===== src/bbea_pkg.sv =====
`timescale 1ns / 1ps
package bbea_pkg;

	localparam int REF_MAX_DEF = 32;
	localparam int DW          = 5;	// distance width
	localparam int LW          = 7;	// reference length width, holds REF_MAX itself
	localparam int CW          = 8;	// character width

	localparam logic [2:0] REG_BLIM = 3'd0;
	localparam logic [2:0] REG_ALIM = 3'd1;
	localparam logic [2:0] REG_SPAN = 3'd2;
	localparam logic [2:0] REG_RLEN = 3'd3;
	localparam logic [2:0] REG_REF0 = 3'd4;
	localparam logic [2:0] REG_REF1 = 3'd5;
	localparam logic [2:0] REG_REF2 = 3'd6;
	localparam logic [2:0] REG_REF3 = 3'd7;

	localparam logic [DW-1:0] SAT = 5'd31;

	// wavefront token handed from cell to cell
	typedef struct packed {
		logic          valid;
		logic          upd;
		logic          last;
		logic [CW-1:0] ch;
		logic [DW-1:0] left;
		logic [DW-1:0] diag;
		logic [DW-1:0] bd;
		logic          give_up;
		logic          sat;
	} tok_t;

	typedef struct packed {
		logic [DW-1:0] alim;
		logic [DW-1:0] blim;
		logic [LW-1:0] bc;
		logic [LW-1:0] len;
	} cfg_t;

	typedef struct packed {
		logic [DW-1:0]        blim;
		logic [DW-1:0]        alim;
		logic [5:0]           span;
		logic [5:0]           rlen;
		logic [3:0][63:0]     refc;
	} regs_t;

endpackage


===== src/bbea_regs.sv =====
`timescale 1ns / 1ps
module bbea_regs (
	input  logic               clk,
	input  logic               arst_n,
	input  logic               psel,
	input  logic               penable,
	input  logic               pwrite,
	input  logic [5:0]         paddr,
	input  logic [63:0]        pwdata,
	output logic [63:0]        prdata,
	output logic               pready,
	output bbea_pkg::regs_t    regs
);
	import bbea_pkg::*;

	regs_t regs_q;
	logic  wr;

	assign pready = 1'b1;
	assign wr     = psel & penable & pwrite;
	assign regs   = regs_q;

	always_ff @(posedge clk or negedge arst_n) begin
		if (!arst_n) begin
			regs_q.blim <= 5'd2;
			regs_q.alim <= 5'd4;
			regs_q.span <= 6'd8;
			regs_q.rlen <= 6'd16;
			regs_q.refc <= '0;
		end else if (wr) begin
			unique case (paddr[5:3])
				REG_BLIM: regs_q.blim    <= pwdata[4:0];
				REG_ALIM: regs_q.alim    <= pwdata[4:0];
				REG_SPAN: regs_q.span    <= pwdata[5:0];
				REG_RLEN: regs_q.rlen    <= pwdata[5:0];
				REG_REF0: regs_q.refc[0] <= pwdata;
				REG_REF1: regs_q.refc[1] <= pwdata;
				REG_REF2: regs_q.refc[2] <= pwdata;
				REG_REF3: regs_q.refc[3] <= pwdata;
				default: ;
			endcase
		end
	end

	always_comb begin
		unique case (paddr[5:3])
			REG_BLIM: prdata = {59'd0, regs_q.blim};
			REG_ALIM: prdata = {59'd0, regs_q.alim};
			REG_SPAN: prdata = {58'd0, regs_q.span};
			REG_RLEN: prdata = {58'd0, regs_q.rlen};
			REG_REF0: prdata = regs_q.refc[0];
			REG_REF1: prdata = regs_q.refc[1];
			REG_REF2: prdata = regs_q.refc[2];
			REG_REF3: prdata = regs_q.refc[3];
			default:  prdata = '0;
		endcase
	end

endmodule


===== config.mk =====
export PLATFORM = sky130hd
export DESIGN_NAME = bbea_regs
export DESIGN_NICKNAME = d
export VERILOG_FILES = /design/src/bbea_pkg.sv /design/src/bbea_regs.sv
export SDC_FILE = /design/constraint.sdc
export NUM_CORES = 1
export LEC_CHECK = 0
export BUFFER_PORTS_ARGS = -buffer_cell sky130_fd_sc_hd__clkbuf_2
export CORE_AREA = 2 2 163 165
export DETAILED_ROUTE_END_ITERATION = 12
export DIE_AREA = 0 0 165 167
export GPL_TIMING_DRIVEN = 0
export PLACE_DENSITY = 0.74
export SYNTH_ARGS = -nofsm -noshare
export SYNTH_HDL_FRONTEND = slang
export SYNTH_SLANG_ARGS = --single-unit

===== constraint.sdc =====
create_clock -name clk -period 3.1 [get_ports clk]
set_input_delay 0.62 -clock clk [delete_from_list [all_inputs] [get_ports clk]]
set_output_delay 0.62 -clock clk [all_outputs]
set_load 0.02 [all_outputs]

==> impl_metrics.csv <==
group,metric,value,unit
route,ant_nets,0,
global_routing,grt_pass1_wl,58.1,mm
synth,yosysSeqAreaShare,55.8,%
clock_tree,numCtsBuffers,29,
setup_path,endpoint_kind,"output pin",
run_status,outcome,"finished clean",
synth,synth_fp_nets,857,
global_routing,antenna_found_initial,2,
route,first_pass_iters,4,
sta,drv_slew,0,
placed_design,portBuffers,413,
die,rows,59,
layout,area_delta_synth_final,28.6,%
sta,fmax,334,MHz
synth,avgSynthCellArea,15.9,µm²
synth,yosysWarningCount,0,
synth,synth_common_cells,"dfrtp_1, mux2_2, mux4_2, and2_1, buf_2",
route,wl_per_cell,24.5,µm
global_routing,grt_pass1_vias,9250,
synth,synth_most_common_cell,"dfrtp_1",
route,vias,8784,
sta,finalCritPeriodShare,96.6,%
clock_tree,cts.sinks,278,
setup_path,slowest_delay,580,ps
sta,hold_violations,0,
die,dieWidth,165,µm
die,start_util,48.4,%
setup_path,crit_required,2480,ps
route,routed_wl,38.9,mm
clock_tree,cts_hold_buf,0,
synth,synthesis.area,12500,µm²
power_and_ir_drop,powerDensity,743,nW/µm²
clock_tree,root_buffer,"clkbuf_16",
synth,synth.distinct_cells,28,
layout,largest_register_ffs,278,
clock_tree,clk_latency,550,ps
sta,fin_worst_skew,0,ps
clock_tree,cts_tree,"yes",
job,cap_violations,0,
setup_path,cp_slowest_cell,"mux4_2",
layout,instances_no_fill,1586,
setup_path,startpoint_type,"input pin",
sta,rsz0062_at_grt,"false",
synth,ys.flop_type,"dfrtp_1",
synth,synth_top_area_share,55.0,%
route,drtIter0Drc,491,
die,die_y,167,µm
sta,worst_pin_slew,732,ps
power_and_ir_drop,p_leak,8.06,nW
global_routing,gr-total-overflow,0,
synth,synth_edf_count,0,
synth,synth.largest_area_cell,"dfrtp_1",
clock_tree,htreeDepth,1,
layout,utilization,62.2,%
route,viasPerCell,5.54,
global_routing,grt_max_degree,108,
setup_path,path_class,"in -> out",
hold_path,min_path_type,"in -> async",
placed_design,gp_congestion,0.796,
sta,maxSlewHeadroom,51.1,%
setup_path,critPathArrivalTime,2370,ps
placed_design,hpwl,27.7,mm
synth,synthCells,782,
die,dieArea,27600,µm²
clock_tree,clk_path_buf_depth,3,
power_and_ir_drop,ir_drop,0.000605,V
die,core,25800,µm²
placed_design,dp_cells,1532,
layout,drive_gt1_share,67.2,%
synth,synth_area_leaders,"dfrtp_1, mux2_2, mux4_2",
sta,finalSetupViolCount,0,
route,drc,0,
die,ioPinCount,418,
global_routing,grt_usage,28.2,%
layout,fin_nets,1303,
sta,timing.final.crit_period,2990,ps
setup_path,cp_max_fo,10,
sta,hold_slack,116,ps
synth,ys_ff_latch,278,
clock_tree,clk_pin_slew,60,ps
synth,async_reset_ff_share,100,%
setup_path,critical_path.cell_chain,"clkbuf_2 -> buf_2 -> buf_2 -> mux4_2 -> and2_1 -> clkbuf_2",
## cell type report
class	count	area, µm²
clock buffers	42	875
plain buffers	52	269
flip-flops and latches	278	6960
well taps	335	419
repair buffers	415	2130
clock inverters	11	108
fillers	2096	9730
diodes	1	2.50
multi-input cells	452	5270
## timing repair
action	4_1_cts	5_1_grt
endpoints found under the setup margin	57	31
gates resized for setup	12	9
gates cloned	0	0
buffers inserted	0	0
## cells by family after synthesis
kind of cell / Yosys count / synth area share [%]
AO/OA/AOI/OAI: 16 / 0.943
buffers and inverters: 52 / 1.94
other: 1 / 0.0301
flip-flops: 278 / 55.8
multiplexers: 352 / 37.0
AND/OR/NAND/NOR: 83 / 4.28
## power breakdown
| group | switching (mW) | leakage [nW] | internal [mW] |
|---|---|---|---|
| logic | 2.00 | 4.02 | 1.44 |
| clock network | 1.44 | 0.493 | 2.11 |
| registers | 0.580 | 3.54 | 4.35 |
## through the flow
step,total power [mW],worst slack (ps),setup TNS (ps),instance area (µm²)
2_1_floorplan,6.98,619,0,12500
3_3_place_gp,8.34,-4490,-1236470,15000
3_5_place_dp,8.45,-248,-5960,15000
4_1_cts,12.0,17.1,0,16000
5_1_grt,12.4,1.77,0,16000
6_report,11.9,106,0,16000
## cells in the final DEF, fill, tap and decap left out, drive strengths merged
master	Yosys	layout
o22ai	4	4
buf	36	36
nor3b	5	5
o21ai	1	1
mux2	279	279
clkbuf	16	472
o32a	1	1
clkdlybuf4s15	0	1
diode	0	1
and2	58	58
or3	3	3
clkinv	0	8
nand2	4	4
nor2	7	7
dfstp	4	4
nand3	1	1
mux4	59	59
a211oi	5	5
nand4b	1	1
bufinv	0	2
a21oi	1	1
dfrtp	274	274
conb	1	1
mux2i	14	14
nand4	1	1
clkinvlp	0	1
nand2b	3	3
o22a	4	4
## routing by layer
metal	global-route usage, %	share of wire [%]	up-vias
li1	-	-	3793
met4	7.83	2.5	2
met1	35.7	39	4560
met2	47.6	50	360
met3	7.90	8.2	69
met5	0	0.044	-
## critical path, delay by kind of cell
kind / cells / cell delay [ps]
mux: 1 / 580
simple gates: 1 / 180
buf+inv: 4 / 970
## worst paths after layout
| kind | start | to | slack (ps) | cells past startpoint |
|---|---|---|---|---|
| worst max-delay path | paddr[3] | prdata[33] | 110 | 6 |
| worst min-delay path | arst_n | regs[147] | 120 | 1 |
| worst max register to register | regs[275] | regs[275] | 2270 | 1 |
| worst min register to register | regs[103] | regs[103] | 510 | 1 |
| max in group asynchronous | arst_n | regs[188] | 2020 | 2 |
| min in group clk | pwdata[12] | regs[140] | 330 | 2 |
Power figures use the tool's default switching activity.
