[config.mk]
export PLATFORM = sky130hd
export DESIGN_NAME = bbea_cell
export DESIGN_NICKNAME = d
export VERILOG_FILES = /design/src/bbea_pkg.sv /design/src/bbea_cell.sv
export SDC_FILE = /design/constraint.sdc
export NUM_CORES = 1
export LEC_CHECK = 0
export ABC_CLOCK_PERIOD_IN_PS = 16800
export BUFFER_PORTS_ARGS = -buffer_cell sky130_fd_sc_hd__buf_2
export CAP_MARGIN = 15
export CORE_MARGIN = 5
export CORE_UTILIZATION = 29
export CTS_CLUSTER_SIZE = 12
export DETAILED_ROUTE_END_ITERATION = 12
export PLACE_DENSITY = 0.52
export SETUP_SLACK_MARGIN = 0.15
export SKIP_LAST_GASP = 1
export SLEW_MARGIN = 20
export SYNTH_ARGS = -nofsm -noshare
export SYNTH_HDL_FRONTEND = slang
export SYNTH_SLANG_ARGS = --single-unit
[constraint.sdc]
create_clock -name clk -period 16.8 [get_ports clk]
set_input_delay 0.84 -clock clk [delete_from_list [all_inputs] [get_ports clk]]
set_output_delay 0.84 -clock clk [all_outputs]
set_load 0.01 [all_outputs]
[src/bbea_pkg.sv]
`timescale 1ns / 1ps
package bbea_pkg;

	localparam int REF_MAX_DEF = 32;
	localparam int DW          = 5;	// distance width
	localparam int LW          = 7;	// reference length width, holds REF_MAX itself
	localparam int CW          = 8;	// character width

	localparam logic [2:0] REG_BLIM = 3'd0;
	localparam logic [2:0] REG_ALIM = 3'd1;
	localparam logic [2:0] REG_SPAN = 3'd2;
	localparam logic [2:0] REG_RLEN = 3'd3;
	localparam logic [2:0] REG_REF0 = 3'd4;
	localparam logic [2:0] REG_REF1 = 3'd5;
	localparam logic [2:0] REG_REF2 = 3'd6;
	localparam logic [2:0] REG_REF3 = 3'd7;

	localparam logic [DW-1:0] SAT = 5'd31;

	// wavefront token handed from cell to cell
	typedef struct packed {
		logic          valid;
		logic          upd;
		logic          last;
		logic [CW-1:0] ch;
		logic [DW-1:0] left;
		logic [DW-1:0] diag;
		logic [DW-1:0] bd;
		logic          give_up;
		logic          sat;
	} tok_t;

	typedef struct packed {
		logic [DW-1:0] alim;
		logic [DW-1:0] blim;
		logic [LW-1:0] bc;
		logic [LW-1:0] len;
	} cfg_t;

	typedef struct packed {
		logic [DW-1:0]        blim;
		logic [DW-1:0]        alim;
		logic [5:0]           span;
		logic [5:0]           rlen;
		logic [3:0][63:0]     refc;
	} regs_t;

endpackage

[src/bbea_cell.sv]
`timescale 1ns / 1ps
module bbea_cell #(
	parameter int IDX = 0
) (
	input  logic               clk,
	input  logic               arst_n,
	input  bbea_pkg::tok_t     tok_in,
	input  logic [7:0]         ref_ch,
	input  bbea_pkg::cfg_t     cfg,
	input  logic               clr,
	output bbea_pkg::tok_t     nxt,
	output bbea_pkg::tok_t     tok_out
);
	import bbea_pkg::*;

	localparam logic [LW-1:0] IDX_L  = LW'(IDX);
	localparam logic [LW-1:0] IDX_L1 = LW'(IDX + 1);
	localparam logic [DW-1:0] DRST   = (IDX + 1 > 31) ? SAT : DW'(IDX + 1);

	logic [DW-1:0] dist_q, cmin_q;
	tok_t          tok_q;
	logic [DW-1:0] up, v, m, cmin_nx;
	logic [DW:0]   c1, c2, c3, a6, v6;
	logic          in_bc, ok;

	always_comb begin
		up = (dist_q < cfg.alim) ? dist_q : cfg.alim;
		c1 = {1'b0, up} + 6'd1;
		c2 = {1'b0, tok_in.left} + 6'd1;
		c3 = {1'b0, tok_in.diag} + {5'd0, (ref_ch != tok_in.ch)};
		a6 = {1'b0, cfg.alim};
		v6 = (c1 < c2) ? c1 : c2;
		v6 = (c3 < v6) ? c3 : v6;
		v6 = (a6 < v6) ? a6 : v6;
		v  = v6[DW-1:0];
		cmin_nx = (v < cmin_q) ? v : cmin_q;
		m  = tok_in.upd ? cmin_nx : cmin_q;
		in_bc = IDX_L < cfg.bc;
		ok = (m < cfg.alim) && (m < cfg.blim);

		nxt = tok_in;
		if (tok_in.upd) begin
			nxt.left = v;
			nxt.diag = up;
		end
		if (in_bc) begin
			nxt.bd      = ok ? m : cfg.blim;
			nxt.give_up = tok_in.give_up | ~ok;
		end
		nxt.sat = tok_in.sat | (m >= cfg.alim);
	end

	always_ff @(posedge clk or negedge arst_n) begin
		if (!arst_n) begin
			dist_q <= DRST;
			cmin_q <= SAT;
		end else if (clr) begin
			dist_q <= DRST;
			cmin_q <= SAT;
		end else if (tok_in.valid && tok_in.upd) begin
			dist_q <= v;
			cmin_q <= cmin_nx;
		end
	end

	// hand the wavefront on; it stops at the last reference column
	always_ff @(posedge clk or negedge arst_n) begin
		if (!arst_n) begin
			tok_q <= '0;
		end else begin
			tok_q       <= nxt;
			tok_q.valid <= tok_in.valid && (IDX_L1 < cfg.len);
		end
	end

	assign tok_out = tok_q;

endmodule

==> metrics, run 1 <==
outcome complete, no violations; IO buf count 117; clock buffer depth 2; Worst EP required 15.96 ns; CP Data Arrival Time 13.34 ns; Die Y 116 µm; nets 560; worst flop-to-flop path startpoint dist_q[2]; via-per-instance ratio 4.99; Setup WS pre-CTS about 2.8 ns; Hold/Removal Path Class reg2reg; worst skew pair latency 0.29 ns; Resize count post-CTS 0; Seq cells post-synth 38; Sw Ratio 0.490; TritonCTS buffer count 5; most frequent cells after synthesis 40 x nor2_1, 32 x dfrtp_1, 32 x ha_1, 28 x a21oi_1, 28 x inv_1; CTS tree built; Slew HR 0.400; DRC errors left 0; DIE AREA between 10000 and 15000 µm²; Max Cap Viol 0; Pleak 1.97 nW; worst vdd ir ~0.092 mV; setup bufs post-CTS 0; min Tclk post-route 14.18 ns; Least-Margin Pin Slew roughly 0.90 ns; htree depth 2; row count 38; clock share of power 0.102; core area around 11000 µm²; Die Width roughly 120 µm; post-synthesis cell count 358; clock root buffer clkbuf_8; unrepaired setup endpoints after global routing false; ys flop type dfrtp_1; hold path start cmin_q[1]; Slew Viols, Final 0; Post-Syn Area 3240 µm²; Antenna Violating Nets Remaining 0; final global-route overflow total 0; critical path fanouts, max 11; Setup-failing EPs final 0; PnR worst setup slack 2.62 ns; hold depth 2; vias in the first global route ~3000; gpl congestion 0.810; Clock Pin Slew Worst Setup and Hold Paths 0.08 ns; Async S/R FF share, synth 1.00; clk sinks 38; routed len/inst 16.2 µm; Starting Density 0.298; Mapped Nets 453; first-pass GRT wire length 15200 µm; post-synthesis cell type count 68; NetSw ~0.00033 W; Core Util, Final 0.366; fin crit share 0.844; P&R area growth vs syn 23.0%; Post-CTS Hold Fix Bufs 0; synth top area cells dfrtp_1 25%, ha_1 12%, dfstp_2 4.9%, nor2_1 4.6%, a21oi_1 4.3%; area leader, netlist dfrtp_1; Yosys top cell area share 0.247; final hold violations 0; Max Freq a little over 70 MHz; Post-synth EDFFs 0; Seq pwr share 0.188; DR pass1 iterations 4; total power 0.000681 W; most instantiated library cell after synthesis nor2_1; Cell Int Power 0.000347 W; Tot GR Track Use 0.143; Fillers 1152; Slowest cell on crit path o21ai_1; layout cell share with drive strength beyond 1 0.356; Hold WS ~0.56 ns; critical path's largest stage delay 0.62 ns; worst reg2reg path depth 53; PwrDens ~170 nW/µm²; DRT iter0 DRCs 118; Crit. End Element output port; initial antenna violation count 0; largest net degree at the start of global routing 39; IO Count 119; HPWL after DPL around 8100 µm; most frequent CP cell ha_1; synth warn 0; ant diodes 0; Fin Clk Skew 0.00495 ns; crit path kind in2out; Worst Setup SP cfg[23]; Setup crit start kind primary input; post-route setup TNS 0 ns; Comb pwr share 0.710; Seq/Total Area, Yosys 0.296; Mapped Avg Cell Area between 9 and 10 µm²; Routed WL roughly 9800 µm; vias post-DR 3023
[path summary, 6_finish.rpt]
kind,slack (ns),to
setup / recovery,2.62,nxt[4]
hold / removal,0.56,cmin_q[1]
setup reg to reg,4.15,tok_out[3]
hold reg to reg,0.56,cmin_q[1]
max in group asynchronous,15.57,tok_out[8]
min in group asynchronous,0.67,tok_out[1]
[power by group through the flow]
stage | clock [W] | combinational (W) | sequential [W]
floorplan | 0 | 0.000336 | 0.000138
global placement | 0 | 0.000476 | 0.000130
detailed placement | 0 | 0.000487 | 0.000130
CTS | 0.0000732 | 0.000489 | 0.000128
global route | 0.0000759 | 0.000539 | 0.000131
finish | 0.0000695 | 0.000484 | 0.000128
[critical path, delay by kind of cell]
| kind | cells | cell delay, ns |
|---|---|---|
| compound gates | 28 | 6.36 |
| fa+ha+maj | 7 | 2.29 |
| simple gates | 11 | 1.85 |
| mux | 3 | 1.01 |
| buf+inv | 6 | 0.80 |
| xor+xnor | 1 | 0.14 |
[kinds of logic after synthesis]
logic type | count (synthesis) | synth area share
compound gates | 88 | 0.209
xor+xnor | 18 | 0.0509
fa+ha+maj | 32 | 0.123
buf+inv | 46 | 0.0706
flops | 38 | 0.296
mux | 24 | 0.0833
simple gates | 112 | 0.167
[area by class of cell]
class | instances | area, µm² | area share
Sequential cell | 38 | 958 | 0.240
Multi-Input combinational cell | 274 | 2060 | 0.517
Clock buffer | 6 | 82.6 | 0.0207
Inverter | 29 | 111 | 0.0279
Timing Repair Buffer | 117 | 586 | 0.147
Clock inverter | 2 | 12.5 | 0.00314
Tap cell | 140 | 175 | 0.0439
[flip-flops by register name (all words and copies together) (netlist names)]
name and flops:
cmin_q 5, dist_q 5, tok_out 28
[placed cells by master, fill, tap and decap left out, drive strengths merged, types with 3 or more instances in the layout]
cell type,instances
o21a,4
buf,117
and3,3
o21ai,16
mux2,9
mux2i,15
ha,32
a21o,8
xnor2,6
a21oi,31
dfrtp,32
nand3,11
clkbuf,6
a211oi,4
inv,29
o221ai,5
dfstp,6
or2,3
nor3,13
nand4,5
nor4,4
nand2,21
xor2,12
nor2,40
o32ai,3
and2,3
[per-stage QoR]
step,std cells,cell area [µm²]
after detailed placement,598,3890
after global placement,598,3890
after floorplan,358,3240
final,606,3990
after global routing,606,3990
after CTS,606,3980
[per-layer routing]
layer,GRT usage,vias to the layer above,wire [µm]
met4,0.0232,0,123
met2,0.254,82,4830
met1,0.179,1435,4190
met3,0.0366,8,657
met5,0,-,0
li1,-,1498,-
No activity file was read; power rests on OpenSTA's default activity.
==> inputs of run 2 (changes only) <==
- ABC_CLOCK_PERIOD_IN_PS: 16800 -> 11400
- PLACE_DENSITY: 0.52 -> 0.54
- clock period: 16.8 -> 11.4 ns (I/O delays scaled with it)
==> run 2 against run 1 <==
Against the previous run: clock-buffer cell count unchanged; sequential power up 48%; utilization is 11 points higher; clock power grew 35%; design area increased by 30%; largest cell class unchanged; global-route usage is 1.7 points higher; largest power group unchanged; clock skew barely moved; hold slack got worse by 0.16 ns.
==> metrics, run 2 (same netlist as run 1, synthesis figures left out) <==
Non-Filler Instances 700; Setup crit start kind register; CP Data Arrival Time 10.53 ns; final hold violations 0; core area 10900 µm²; clk sinks 38; hold path endpoint tok_out[25]; worst skew pair latency 0.29 ns; hold depth 1; Clock Pin Slew Worst Setup and Hold Paths ~0.080 ns; Slew Viols, Final 0; Die Y about 120 µm; total power between 0.0015 and 0.002 W; DR pass1 iterations 4; hold path start tok_in[25]; PnR worst setup slack 0.304 ns; max reg flops 28; reg2reg end tok_out[1]; P&R area growth vs syn 59.9%; Routed WL 11200 µm; IO buf count between 100 and 150; crit path kind reg2out; TritonCTS buffer count 5; critical path fanouts, max 4; layout cell share with drive strength beyond 1 0.577; first-pass GRT wire length 17300 µm; final global-route overflow total 0; unrepaired setup endpoints after global routing true; most frequent cells in the layout 115 x buf_2, 89 x buf_4, 38 x nor2_1; Crit. End Element output port; Max Freq 90.1 MHz; DRT iter0 DRCs roughly 130; Starting Density 0.298; worst vdd ir approximately 0.16 mV; gpl congestion roughly 0.86; Post-CTS Hold Fix Bufs 0; HPWL after DPL roughly 9000 µm; worst reg2reg path depth 60; clock root buffer clkbuf_8; clock buffer depth 2; vias post-DR 3426; DRC errors left 0; Slowest cell on crit path dfrtp_1; Slew HR 0.393; Hold/Removal Path Class in2reg; Pleak 2.49 nW; vias in the first global route 3639; critical path's largest stage delay 0.43 ns; Core Util, Final 0.476; Antenna Violating Nets Remaining 0; Fillers 1050; initial antenna violation count 0; fin crit share 0.973; most frequent CP cell ha_4; nets ~650; largest net degree at the start of global routing 39; Tot GR Track Use 0.160; placed cells 667; DIE AREA 13400 µm²; PwrDens ~300 nW/µm²; outcome complete, no violations; most common cell after layout, fill and taps aside buf_2; min Tclk post-route 11.10 ns; routed len/inst 16.0 µm; CTS tree built; Fin Clk Skew 0.00533 ns; Die Width around 120 µm; r2r setup slk ~1.2 ns; htree depth 2; Setup WS pre-CTS -0.688 ns; row count 38; worst flop-to-flop path startpoint dist_q[2]; via-per-instance ratio 4.89; Setup-failing EPs final 0; post-route setup TNS 0 ns; Worst EP required 10.83 ns; Least-Margin Pin Slew 0.910 ns; Max Cap Viol 0; ant diodes 0; IO Count ~120
## run 2: cell count changes in the layout (fill, tap and decap cells not counted), moves of 6 or more
| cell | delta |
|---|---|
| ha_4 | +9 |
| a21oi_1 | -10 |
| buf_4 | +89 |
| ha_1 | -11 |
| mux2i_1 | -6 |
| o21ai_0 | -7 |
| buf_6 | +7 |
| a21oi_2 | +7 |
## run 2: metal layers
metal	vias up	track usage	wire length [µm]
met4	0	0.0302	141
met3	14	0.0366	729
met2	102	0.297	5880
li1	1685	-	-
met1	1625	0.190	4480
met5	-	0	0
## run 2: worst max path at each step
stage                     cells past startpoint  endpoint  slack, ns      start
after floorplan                              57    nxt[3]       0.27    cfg[23]
after global placement                       59    nxt[6]      -0.41    cfg[21]
after detailed placement                     59    nxt[6]      -0.69    cfg[21]
after CTS                                    61    nxt[1]       0.21    cfg[21]
after global routing                         58    nxt[3]      -0.13  dist_q[2]
final                                        58    nxt[3]       0.30  dist_q[2]
## run 2: through the flow
step / instance area [µm²] / hold slack [ns]
finish: 5180 / 0.393
detailed placement: 4400 / 0.547
CTS: 4800 / 0.383
global placement: 4400 / 0.527
global route: 5180 / 0.383
floorplan: 3240 / 0.274
## run 2: layout make-up
class / instances / area (µm²) / share of cell area
Tap cell: 140 / 175 / 0.0338
Clock buffer: 6 / 72.6 / 0.0140
Sequential cell: 38 / 958 / 0.185
Multi-Input combinational cell: 274 / 2530 / 0.489
Timing Repair Buffer: 211 / 1320 / 0.255
Inverter: 29 / 111 / 0.0215
Clock inverter: 2 / 10.0 / 0.00193
## run 2: where the power goes
group | internal, W | leakage, nW | switching (W) | total [W]
clock | 0.0000425 | 0.0450 | 0.0000514 | 0.0000940
combinational | 0.000665 | 2.00 | 0.000591 | 0.00126
sequential | 0.000174 | 0.442 | 0.0000149 | 0.000189
total | 0.000881 | 2.49 | 0.000657 | 0.00154
## run 2: critical path, delay by kind of cell (launching register included)
family                     cells  cell delay, ns
and+or+nand+nor               13            1.78
AOI/OAI and AO/OA             28            4.81
adders and majority gates      7            1.64
muxes                          3            0.85
buffers and inverters          6            0.60
xor gates and xnor gates       1            0.12
DFF                            1            0.43
## run 2: repair_timing
| action | CTS | global route |
|---|---|---|
| cloned | 0 | 0 |
| setup endpoints to repair | 8 | 7 |
| pin swaps | 13 | 41 |
| endpoints found under the hold margin | 0 | 0 |
| setup buffers | 13 | 12 |
| gates resized for setup | 40 | 58 |
==> inputs of run 3 (changes only) <==
- BUFFER_PORTS_ARGS: -buffer_cell sky130_fd_sc_hd__buf_2 -> unset
- CTS_BUF_LIST: unset -> sky130_fd_sc_hd__clkbuf_8
- DONT_BUFFER_PORTS: unset -> 1
- PLACE_DENSITY: 0.54 -> 0.44
==> run 3 against run 2 <==
Against the previous run: critical path depth shrank 4; largest cell class unchanged; clock skew grew 0.0063 ns; flip-flop and latch count is the same; wire length shrank 6.6%; largest power group unchanged; hold slack lost 0.31 ns.
==> metrics, run 3 (same netlist as run 1, synthesis figures left out) <==
IO Count 119; PnR worst setup slack 0.595 ns; CP Data Arrival Time a little over 10 ns; Least-Margin Pin Slew 0.572 ns; total power 0.00145 W; HPWL after DPL 8460 µm; Slew HR 0.616; Hold/Removal Path Class in2async; DIE AREA 13400 µm²; Worst EP required 10.83 ns; DRC errors left 0; P&R area growth vs syn 38.9%; PwrDens 322 nW/µm²; Tot GR Track Use 0.152; critical path's largest stage delay 0.42 ns; Pleak 2.00 nW; CTS tree built; DR pass1 iterations 4; via-per-instance ratio 5.09; min Tclk post-route 10.81 ns; IO buf count 0; Die Width 116 µm; ant diodes 0; TritonCTS buffer count 5; final hold violations 0; Starting Density 0.298; Slowest cell on crit path dfrtp_1; crit path kind reg2out; vias in the first global route just under 3000; DRT iter0 DRCs 96; Fin Clk Skew 0.0116 ns; Max Cap Viol 0; Antenna Violating Nets Remaining 0; most common cell after layout, fill and taps aside buf_4; Setup crit start kind register; initial antenna violation count 0; routed len/inst approximately 18 µm; final global-route overflow total 0; fin crit share 0.948; worst reg2reg path depth 54; vias post-DR 2942; clock buffer depth 2; unrepaired setup endpoints after global routing true; largest net degree at the start of global routing 33; core area about 11000 µm²; Routed WL 10500 µm; clock root buffer clkbuf_8; Slew Viols, Final 0; htree depth 2; Max Freq 92.5 MHz; most frequent cells in the layout 86 x buf_4, 39 x nor2_1, 32 x dfrtp_1; first-pass GRT wire length 15700 µm; Die Y 116 µm; r2r setup slk 1.40 ns; nets between 500 and 600; Setup-failing EPs final 0; Hold WS 0.0792 ns; gpl congestion roughly 0.82; worst skew pair latency between 0.3 and 0.4 ns; layout cell share with drive strength beyond 1 0.422; outcome complete, no violations; critical path fanouts, max 4; Setup WS pre-CTS -0.427 ns; Crit. End Element output port; row count 38; most frequent CP cell a21oi_2; clk sinks 38; Fillers 1109; max reg flops 28; Clock Pin Slew Worst Setup and Hold Paths 0.08 ns; worst vdd ir 0.160 mV
-- run 3: final timing paths --
kind | end | startpoint
max reg2reg | tok_out[5] | dist_q[2]
min | tok_out[5] | arst_n
max | nxt[3] | dist_q[2]
max in group asynchronous | dist_q[1] | arst_n
min reg2reg | cmin_q[4] | cmin_q[4]
min in group clk | tok_out[21] | tok_in[21]
-- run 3: where the power goes --
part | switching, W | internal [W] | total, W
registers | 0.0000318 | 0.000175 | 0.000207
logic | 0.000518 | 0.000586 | 0.00110
clock network | 0.0000538 | 0.0000877 | 0.000142
total | 0.000604 | 0.000848 | 0.00145
-- run 3: routing by layer --
layer,vias to the layer above,part of all wire,GRT usage
li1,1436,-,-
met1,1415,0.41,0.181
met2,76,0.50,0.261
met3,15,0.071,0.0470
met4,0,0.020,0.0472
met5,-,0,0
-- run 3: through the flow --
stage	setup TNS (ns)	cell area, µm²	util	instances
after floorplan	0	3240	-	358
after global placement	-2.20	3830	0.351	551
after detailed placement	-2.37	3830	0.351	551
after CTS	0	4180	0.384	571
after global routing	0	4510	0.414	578
final	0	4510	0.414	578
-- run 3: final cells by class --
class	instances	area (µm²)	share of cell area
clock buffers	5	68.8	0.0153
clock inverters	3	68.8	0.0153
inverters	29	111	0.0247
multi-input cells	274	2430	0.540
flip-flops and latches	38	958	0.213
well taps	140	175	0.0389
repair buffers	89	688	0.153
-- run 3: critical path: cells and delay by family, from the launching register on --
kind            cells  cell delay (ns)
compound gates     29             4.72
fa+ha+maj           6             1.65
simple gates       10             1.55
mux                 4             1.02
buf+inv             5             0.57
flops               1             0.42
-- run 3: timing repair --
item                                    in CTS  in global routing
pin swaps                                   12                 31
cloned                                       0                  0
endpoints found under the setup margin       7                  7
hold buffers                                 1                  0
setup buffers                               11                  7
resized for setup                           25                 46
hold endpoints to repair                    32                  0
